<file path="config.mk">
export PLATFORM = sky130hd
export DESIGN_NAME = mmio_write_event_match_table
export DESIGN_NICKNAME = d
export VERILOG_FILES = /design/src/hdl/mwem_pkg.sv /design/src/hdl/mwem_ctrl.sv /design/src/hdl/mwem_datapath.sv /design/src/hdl/mmio_write_event_match_table.sv
export VERILOG_INCLUDE_DIRS = /design/src /design/src/hdl
export SDC_FILE = /design/constraint.sdc
export NUM_CORES = 2
export LEC_CHECK = 0
export BUFFER_PORTS_ARGS = -buffer_cell sky130_fd_sc_hd__buf_2
export CAP_MARGIN = 40
export CORE_MARGIN = 10
export CORE_UTILIZATION = 60
export DETAILED_ROUTE_END_ITERATION = 12
export MAX_ROUTING_LAYER = met4
export PLACE_DENSITY_LB_ADDON = 0.12
export SYNTH_ARGS = -nofsm -noshare
export SYNTH_HDL_FRONTEND = slang
export SYNTH_HIERARCHICAL = 1
export SYNTH_SLANG_ARGS = --single-unit
</file>
<file path="constraint.sdc">
create_clock -name clk_i -period 17.3 [get_ports clk_i]
set_input_delay 4.325 -clock clk_i [delete_from_list [all_inputs] [get_ports clk_i]]
set_output_delay 4.325 -clock clk_i [all_outputs]
set_load 0.005 [all_outputs]
</file>
<file path="src/hdl/mmio_write_event_match_table_defines.svh">
// Assertion macros for the trapped-write match table.
`ifndef MMIO_WRITE_EVENT_MATCH_TABLE_DEFINES_SVH
`define MMIO_WRITE_EVENT_MATCH_TABLE_DEFINES_SVH
// Implication checked on every rising clock edge outside reset.
`define MWEM_ASSERT_IMPL(label, ante, cons) \
  label: assert property (@(posedge clk_i) disable iff (!rst_ni) (ante) |-> (cons)) \
    else $error("assertion failed");
// Next-cycle implication checked outside reset.
`define MWEM_ASSERT_NEXT(label, ante, cons) \
  label: assert property (@(posedge clk_i) disable iff (!rst_ni) (ante) |=> (cons)) \
    else $error("assertion failed");
`endif

</file>
<file path="src/hdl/mwem_pkg.sv">
// Package of types, codes and helpers for the trapped-write match table.
package mwem_pkg;
  localparam int unsigned TableEntriesDef = 16;
  localparam int unsigned EventIdBitsDef = 16;

  localparam logic [1:0] OpAssign = 2'd0;
  localparam logic [1:0] OpDeassign = 2'd1;
  localparam logic [1:0] OpLookup = 2'd2;

  localparam logic [2:0] StOk = 3'd0;
  localparam logic [2:0] StInvalid = 3'd1;
  localparam logic [2:0] StExists = 3'd2;
  localparam logic [2:0] StNotFound = 3'd3;
  localparam logic [2:0] StFull = 3'd4;

  typedef struct packed {
    logic [1:0]  operation;
    logic [63:0] address;
    logic [3:0]  access_len;
    logic [63:0] data_value;
    logic        match_data;
    logic        port_io;
    logic        unknown_flags;
    logic [15:0] event_id;
  } req_t;

  typedef struct packed {
    logic [2:0]  status;
    logic        hit;
    logic [15:0] hit_event;
  } rsp_t;

  typedef enum logic [1:0] {
    S_IDLE,
    S_SCAN,
    S_DONE
  } state_e;

  // controller to datapath
  typedef struct packed {
    logic load;      // capture request, clear scan flags
    logic step;      // examine current entry, advance index
    logic finish;    // form result, commit table change
  } cmd_t;

  // datapath to controller
  typedef struct packed {
    logic last;      // current index is the last entry
    logic bypass;    // request needs no scan
  } sts_t;

  function automatic logic [63:0] len_mask(input logic [3:0] len);
    logic [63:0] m;
    case (len)
      4'd1: m = 64'h0000_0000_0000_00ff;
      4'd2: m = 64'h0000_0000_0000_ffff;
      4'd4: m = 64'h0000_0000_ffff_ffff;
      default: m = '1;
    endcase
    return m;
  endfunction
endpackage

</file>
<file path="src/hdl/mwem_ctrl.sv">
// Controller state machine sequencing the table scan.
module mwem_ctrl (
  input  logic            clk_i,
  input  logic            rst_ni,
  input  logic            in_valid_i,
  output logic            in_ready_o,
  output logic            out_valid_o,
  input  logic            out_ready_i,
  input  mwem_pkg::sts_t  sts_i,
  output mwem_pkg::cmd_t  cmd_o
);
  mwem_pkg::state_e state_q, state_d;
  logic out_valid_q, out_valid_d;

  always_ff @(posedge clk_i or negedge rst_ni) begin
    if (!rst_ni) begin
      state_q <= mwem_pkg::S_IDLE;
      out_valid_q <= 1'b0;
    end else begin
      state_q <= state_d;
      out_valid_q <= out_valid_d;
    end
  end

  // Output register is free when empty or being drained this cycle.
  logic out_free;
  assign out_free = !out_valid_q || out_ready_i;

  always_comb begin
    state_d = state_q;
    case (state_q)
      mwem_pkg::S_IDLE: if (in_valid_i) state_d = mwem_pkg::S_SCAN;
      mwem_pkg::S_SCAN: if (sts_i.bypass || sts_i.last) state_d = mwem_pkg::S_DONE;
      mwem_pkg::S_DONE: if (out_free) state_d = mwem_pkg::S_IDLE;
      default: state_d = mwem_pkg::S_IDLE;
    endcase
  end

  always_comb begin
    cmd_o = '0;
    in_ready_o = 1'b0;
    out_valid_d = out_valid_q && !out_ready_i;
    case (state_q)
      mwem_pkg::S_IDLE: begin
        in_ready_o = 1'b1;
        cmd_o.load = in_valid_i;
      end
      mwem_pkg::S_SCAN: cmd_o.step = !sts_i.bypass;
      mwem_pkg::S_DONE: begin
        cmd_o.finish = out_free;
        if (out_free) out_valid_d = 1'b1;
      end
      default: ;
    endcase
  end

  assign out_valid_o = out_valid_q;
endmodule

</file>
<file path="src/hdl/mwem_datapath.sv">
// Datapath: entry store, entry comparator and result register.
module mwem_datapath #(
  parameter int unsigned TableEntries = mwem_pkg::TableEntriesDef,
  parameter int unsigned EventIdBits = mwem_pkg::EventIdBitsDef
) (
  input  logic           clk_i,
  input  logic           rst_ni,
  input  mwem_pkg::req_t in_data_i,
  output mwem_pkg::rsp_t out_data_o,
  input  mwem_pkg::cmd_t cmd_i,
  output mwem_pkg::sts_t sts_o,
  output logic           any_free_o
);
  localparam int unsigned IdxW = (TableEntries > 1) ? $clog2(TableEntries) : 1;
  localparam logic [IdxW-1:0] LastIdx = IdxW'(TableEntries - 1);
  localparam logic [IdxW-1:0] FirstIdx = '0;

  logic [TableEntries-1:0] valid_q;
  logic [63:0]            addr_mem [TableEntries];
  logic [3:0]             len_mem  [TableEntries];
  logic                   wild_mem [TableEntries];
  logic [63:0]            val_mem  [TableEntries];
  logic [EventIdBits-1:0] ev_mem   [TableEntries];

  mwem_pkg::req_t   req_q;
  logic [IdxW-1:0]  idx_q;
  logic             found_q;     // collision, deassign match or lookup hit
  logic [IdxW-1:0]  found_idx_q;
  logic [EventIdBits-1:0] found_ev_q;
  logic             free_q;
  logic [IdxW-1:0]  free_idx_q;
  logic             args_ok_q;
  mwem_pkg::rsp_t   rsp_q, rsp_d;

  // Entry under comparison, registered from the store ahead of the scan step that examines it.
  logic [63:0]            e_addr_q, e_val_q;
  logic [3:0]             e_len_q;
  logic                   e_wild_q;
  logic [EventIdBits-1:0] e_ev_q;

  // Argument validation on the incoming word.
  logic args_ok_d;
  logic [64:0] end_sum;
  always_comb begin
    end_sum = {1'b0, in_data_i.address} + 65'(in_data_i.access_len);
    args_ok_d = (in_data_i.access_len == 4'd0 || in_data_i.access_len == 4'd1 ||
                 in_data_i.access_len == 4'd2 || in_data_i.access_len == 4'd4 ||
                 in_data_i.access_len == 4'd8) && !end_sum[64] &&
                !in_data_i.unknown_flags && !in_data_i.port_io &&
                !(in_data_i.access_len == 4'd0 && in_data_i.match_data);
  end

  logic is_mod;
  logic at_last;
  logic [IdxW-1:0] nxt_idx;
  assign is_mod = req_q.operation == mwem_pkg::OpAssign ||
                  req_q.operation == mwem_pkg::OpDeassign;
  assign at_last = idx_q == LastIdx;
  assign nxt_idx = idx_q + IdxW'(1);
  assign sts_o.bypass = (is_mod && !args_ok_q) ||
                        !(is_mod || req_q.operation == mwem_pkg::OpLookup);
  assign sts_o.last = at_last;

  // Table changes made when the result is formed.
  logic do_insert, do_remove;
  assign do_insert = cmd_i.finish && args_ok_q && req_q.operation == mwem_pkg::OpAssign &&
                     free_q && !found_q;
  assign do_remove = cmd_i.finish && args_ok_q && req_q.operation == mwem_pkg::OpDeassign &&
                     found_q;

  // Compare the request against the entry at the scan index.
  logic [63:0] diff;
  logic        e_valid, wild, m;
  logic [EventIdBits-1:0] ev_in;
  always_comb begin
    e_valid = valid_q[idx_q];
    wild = !req_q.match_data;
    ev_in = req_q.event_id[EventIdBits-1:0];
    diff = req_q.address - e_addr_q;
    m = 1'b0;
    case (req_q.operation)
      mwem_pkg::OpAssign:
        m = (e_addr_q == req_q.address && (e_len_q == 4'd0 || req_q.access_len == 4'd0 ||
             (e_len_q == req_q.access_len &&
              (e_wild_q || wild || e_val_q == req_q.data_value))))
            || (req_q.address >= e_addr_q && diff < 64'(e_len_q));
      mwem_pkg::OpDeassign:
        m = e_ev_q == ev_in && e_addr_q == req_q.address && e_len_q == req_q.access_len &&
            e_wild_q == wild && (wild || e_val_q == req_q.data_value);
      default:
        m = e_addr_q == req_q.address && (e_len_q == 4'd0 || (e_len_q == req_q.access_len &&
            (e_wild_q ||
             (req_q.data_value & mwem_pkg::len_mask(req_q.access_len)) == e_val_q)));
    endcase
    m = m && e_valid;
  end

  // Result of the finished request.
  always_comb begin
    rsp_d = '0;
    if (!is_mod && req_q.operation != mwem_pkg::OpLookup) rsp_d.status = mwem_pkg::StInvalid;
    else if (is_mod && !args_ok_q) rsp_d.status = mwem_pkg::StInvalid;
    else if (req_q.operation == mwem_pkg::OpAssign) begin
      if (!free_q) rsp_d.status = mwem_pkg::StFull;
      else if (found_q) rsp_d.status = mwem_pkg::StExists;
    end else if (req_q.operation == mwem_pkg::OpDeassign) begin
      if (!found_q) rsp_d.status = mwem_pkg::StNotFound;
    end else if (found_q) begin
      rsp_d.hit = 1'b1;
      rsp_d.hit_event = 16'(found_ev_q);
    end
  end

  always_ff @(posedge clk_i or negedge rst_ni) begin
    if (!rst_ni) begin
      valid_q <= '0;
    end else if (do_insert) begin
      valid_q[free_idx_q] <= 1'b1;
    end else if (do_remove) begin
      valid_q[found_idx_q] <= 1'b0;
    end
  end

  always_ff @(posedge clk_i) begin
    if (cmd_i.load) begin
      req_q <= in_data_i;
      args_ok_q <= args_ok_d;
      idx_q <= '0;
      found_q <= 1'b0;
      free_q <= 1'b0;
      found_idx_q <= '0;
      found_ev_q <= '0;
      free_idx_q <= '0;
    end else if (cmd_i.step) begin
      if (!at_last) idx_q <= nxt_idx;
      if (m && !found_q) begin
        found_q <= 1'b1;
        found_idx_q <= idx_q;
        found_ev_q <= e_ev_q;
      end
      if (!e_valid && !free_q) begin
        free_q <= 1'b1;
        free_idx_q <= idx_q;
      end
    end
    if (cmd_i.finish) rsp_q <= rsp_d;
  end

  // Entry store: the first entry is fetched on load, the next one on each step until the last entry.
  always_ff @(posedge clk_i) begin
    if (do_insert) begin
      addr_mem[free_idx_q] <= req_q.address;
      len_mem[free_idx_q] <= req_q.access_len;
      wild_mem[free_idx_q] <= !req_q.match_data;
      val_mem[free_idx_q] <= req_q.match_data ? req_q.data_value : 64'd0;
      ev_mem[free_idx_q] <= req_q.event_id[EventIdBits-1:0];
    end
    if (cmd_i.load) begin
      e_addr_q <= addr_mem[FirstIdx];
      e_len_q <= len_mem[FirstIdx];
      e_wild_q <= wild_mem[FirstIdx];
      e_val_q <= val_mem[FirstIdx];
      e_ev_q <= ev_mem[FirstIdx];
    end else if (cmd_i.step && !at_last) begin
      e_addr_q <= addr_mem[nxt_idx];
      e_len_q <= len_mem[nxt_idx];
      e_wild_q <= wild_mem[nxt_idx];
      e_val_q <= val_mem[nxt_idx];
      e_ev_q <= ev_mem[nxt_idx];
    end
  end

  assign out_data_o = rsp_q;
  assign any_free_o = !(&valid_q);
endmodule

</file>
<file path="src/hdl/mmio_write_event_match_table.sv">
// Top level of the trapped-write match table: controller, datapath and checks.
// A word is accepted in the idle state, the datapath scan then compares one entry
// per cycle, and the result is registered once the output register is free;
// invalid requests skip the scan. Only one word is handled at a time: no new word
// is accepted until the result of the last one has been registered.
// Reset clears all entry valid bits at once; entry contents stay unwritten.
module mmio_write_event_match_table #(
  parameter int unsigned TableEntries = mwem_pkg::TableEntriesDef,
  parameter int unsigned EventIdBits = mwem_pkg::EventIdBitsDef
) (
  input  logic           clk_i,
  input  logic           rst_ni,
  input  logic           in_valid_i,
  output logic           in_ready_o,
  input  mwem_pkg::req_t in_data_i,
  output logic           out_valid_o,
  input  logic           out_ready_i,
  output mwem_pkg::rsp_t out_data_o
);
`include "mmio_write_event_match_table_defines.svh"

  mwem_pkg::cmd_t cmd;
  mwem_pkg::sts_t sts;
  logic any_free;

  // The controller accepts a word only when idle, steps the scan once per entry
  // unless the word needs no scan, and holds the result in an output register until it is taken.
  mwem_ctrl u_ctrl (
    .clk_i, .rst_ni, .in_valid_i, .in_ready_o, .out_valid_o, .out_ready_i,
    .sts_i(sts), .cmd_o(cmd)
  );

  // The datapath holds the entry store and compares the captured word
  // against one entry per cycle.
  mwem_datapath #(.TableEntries(TableEntries), .EventIdBits(EventIdBits)) u_dp (
    .clk_i, .rst_ni, .in_data_i, .out_data_o, .cmd_i(cmd), .sts_o(sts),
    .any_free_o(any_free)
  );

  // A result that is not taken stays at the output unchanged.
  `MWEM_ASSERT_NEXT(a_out_hold, out_valid_o && !out_ready_i, out_valid_o && $stable(out_data_o))
  // A table-full answer only when no slot was free.
  `MWEM_ASSERT_IMPL(a_full_only_when_full,
    out_valid_o && out_data_o.status == mwem_pkg::StFull, !any_free)
  // A hit always comes with an ok status.
  `MWEM_ASSERT_IMPL(a_hit_ok, out_valid_o && out_data_o.hit, out_data_o.status == mwem_pkg::StOk)
  // Loading never coincides with a scan step or with finishing.
  `MWEM_ASSERT_IMPL(a_cmd_excl, cmd.load, !cmd.finish && !cmd.step)
endmodule

</file>
==> results.md <==
* Overall routing resource usage at 0.2778
* Max incr delay on CP at 0.78 ns
* Register Area at just over 0.08 mm²
* Crit path kind: in -> reg
* Clk_lat worst skew at 0.94 ns
* Hold WC Path Type: reg -> reg
* Grt total ovfl at 0
* RePlAce Congestion at roughly 0.93
* Routed Antenna Nets at 0
* Initial antenna violation count at 0
* Status: completed
* Fin crit period at about 7.5 ns
* Layout overhead on the synthesized area at 12.99%
* PostCTS Resize Cnt at 0
* Core area at between 0.15 and 0.2 mm²
* Post-route cell area at 0.1245 mm²
* DRC violations left at 0
* Setup violators final at 0
* Cell Area, Placed at 0.1155 mm²
* Clock Path Buffers at 4
* Final hold vios at 0
* FF-to-FF path depth at 15
* Crit path DAT at around 8 ns
* Most frequent CP cell: buf_4
* Num rows at 157
* Cell Pwr Density at 161.7 mW/mm²
* Clock slew at reported path FFs at 0.06 ns
* Least-Margin Pin Slew at 1.170 ns
* Post-Syn Area per Cell at 21.13 µm²
* Fin. max-slew vios at 0
* Number of hold buffers added after CTS at 0
* Area occupied by multi-input gates at around 0.027 mm²
* Synth warnings at 6
* Starting density of the core at 0.6025
* R2r setup slk at 11.68 ns
* R2r startpoint: u_dp/req_q[87]
* Port bufs at about 180
* Post-Syn Nets at approximately 5,400
* Post-DP HPWL at between 150,000 and 200,000 µm
* Layout Nets at around 5,800
* Total Power at roughly 20 mW
* Die height at 448.5 µm
* Pleak at 39.66 nW
* Number of buffers created by CTS at about 290
* Share of cells above drive strength 1 at 0.2861
* Period utilization at 0.4346
* Slowest CP cell: buf_4
* Slew margin rel. at 0.2202
* Worst flop-to-flop path endpoint: u_dp/found_ev_q[1]
* Sum Neg Setup Slack at 0 ns
* CTS tree: built
* Data required time of the worst path at 17.83 ns
* Die Wd at 448.5 µm
* Detailed Route Iter0 Violations at 5,658
* CP Capture Type: flop
* Pin count of the biggest net entering global routing at 178
* Post-CTS setup buffer count at 0
* Fillers at between 10,000 and 15,000
* Routed vias at 55,090
* Worst Setup SP: out_ready_i
* Post-Synthesis Cells at roughly 5,200
* I/O pin count at 179
* Via density at 6.661
* DRT Pass-1 Iters at 5
* Root buffer cell: clkbuf_16
* Clock skew at 0.06712 ns
* Number of global-route vias before repair at ~56,000
* Maximum VDD drop at 185.5 µV
* Mapped Area at roughly 0.11 mm²
* Critical Path Source Type: input port
* Final wirelength at 272,300 µm
* First-pass GRT wire length at 398,700 µm
* Hold_sp: u_dp/found_ev_q[2]
* Max-cap violations at 0
* WL/cell at 32.92 µm
* Die area at 0.2012 mm²
* H-tree Lvls at 5
* Fmax at 133.0 MHz
* Clk sinks at 2,754
* Critical Path Sink: u_dp/val_mem[7][24]
* Unrepaired setup endpoints after global routing: no
* Sequence of cells on the critical path: buf_2 > nand2b_1 > nor2b_2 > buf_4 > nand4_1 > inv_1 > nand3_1 > nor2_4 > buf_4 > buf_4
* CP max FO at 47
-- sequential cells by signal, summed over array words and instances (netlist names), 20 cells and up --
register and count:
u_dp/e_val_q 64, u_dp/ev_mem 256, u_dp/len_mem 64, u_dp/out_data_o 20, u_dp/e_addr_q 64, u_dp/addr_mem 1024
u_dp/req_q 135, u_dp/val_mem 1024
-- area by class of cell --
class / instances / area share
repair buffers: 342 / 0.02443
diodes: 2 / 0.00004020
flip-flops and latches: 2754 / 0.6611
well taps: 2464 / 0.02476
clock buffers: 356 / 0.06164
clock inverters: 140 / 0.01002
inverters: 122 / 0.003678
multi-input cells: 2091 / 0.2143
-- stage by stage --
| stage | hold slack, ns | utilization | worst slack [ns] | std cells |
|---|---|---|---|---|
| final | 0.4743 | 0.6807 | 9.781 | 8271 |
| after detailed placement | 0.4634 | 0.6318 | 8.780 | 7770 |
| after CTS | 0.4727 | 0.6806 | 9.752 | 8266 |
| after floorplan | 0.4473 | - | 0.2023 | 5214 |
| after global placement | 0.4592 | 0.6249 | 8.544 | 7714 |
| after global routing | 0.4890 | 0.6807 | 9.524 | 8269 |
-- where the power goes --
group	switching (mW)	internal (mW)	leakage, nW
logic	3.09	2.54	10.2
clock network	2.45	3.48	4.37
registers	0.497	8.08	25.1
-- layout by cell type, fill, tap and decap left out, types with 77 or more instances in the layout --
cell type	count
buf_2	183
and2_1	77
a21oi_1	97
inv_1	122
nor2_1	102
nand2_1	108
buf_4	103
mux2_2	149
mux4_2	750
edfxtp_1	2705
clkbuf_16	297
-- how the worst min path moves through the flow --
stage                                     end  slack [ns]  depth (start not counted)
after floorplan            u_dp/found_ev_q[0]        0.45                          2
after global placement     u_dp/found_ev_q[4]        0.46                          2
after detailed placement   u_dp/found_ev_q[2]        0.46                          2
after CTS                  u_dp/found_ev_q[2]        0.47                          2
after global routing      u_dp/found_ev_q[10]        0.49                          2
final                      u_dp/found_ev_q[2]        0.47                          2
-- routing by layer --
layer,global-route usage,share of wire,vias to the layer above,wire [µm]
met3,0.03468,0.067,556,18210
met2,0.4446,0.50,2559,136600
li1,-,-,22590,-
met4,0.1071,0.043,0,11650
met1,0.3705,0.39,29380,105800
met5,-,0,-,0
-- worst max-delay path, delay by kind of cell --
family        cells  cell delay [ns]
buf+inv           5             2.07
simple gates      5             1.54
(Power assumes the default switching activity.)
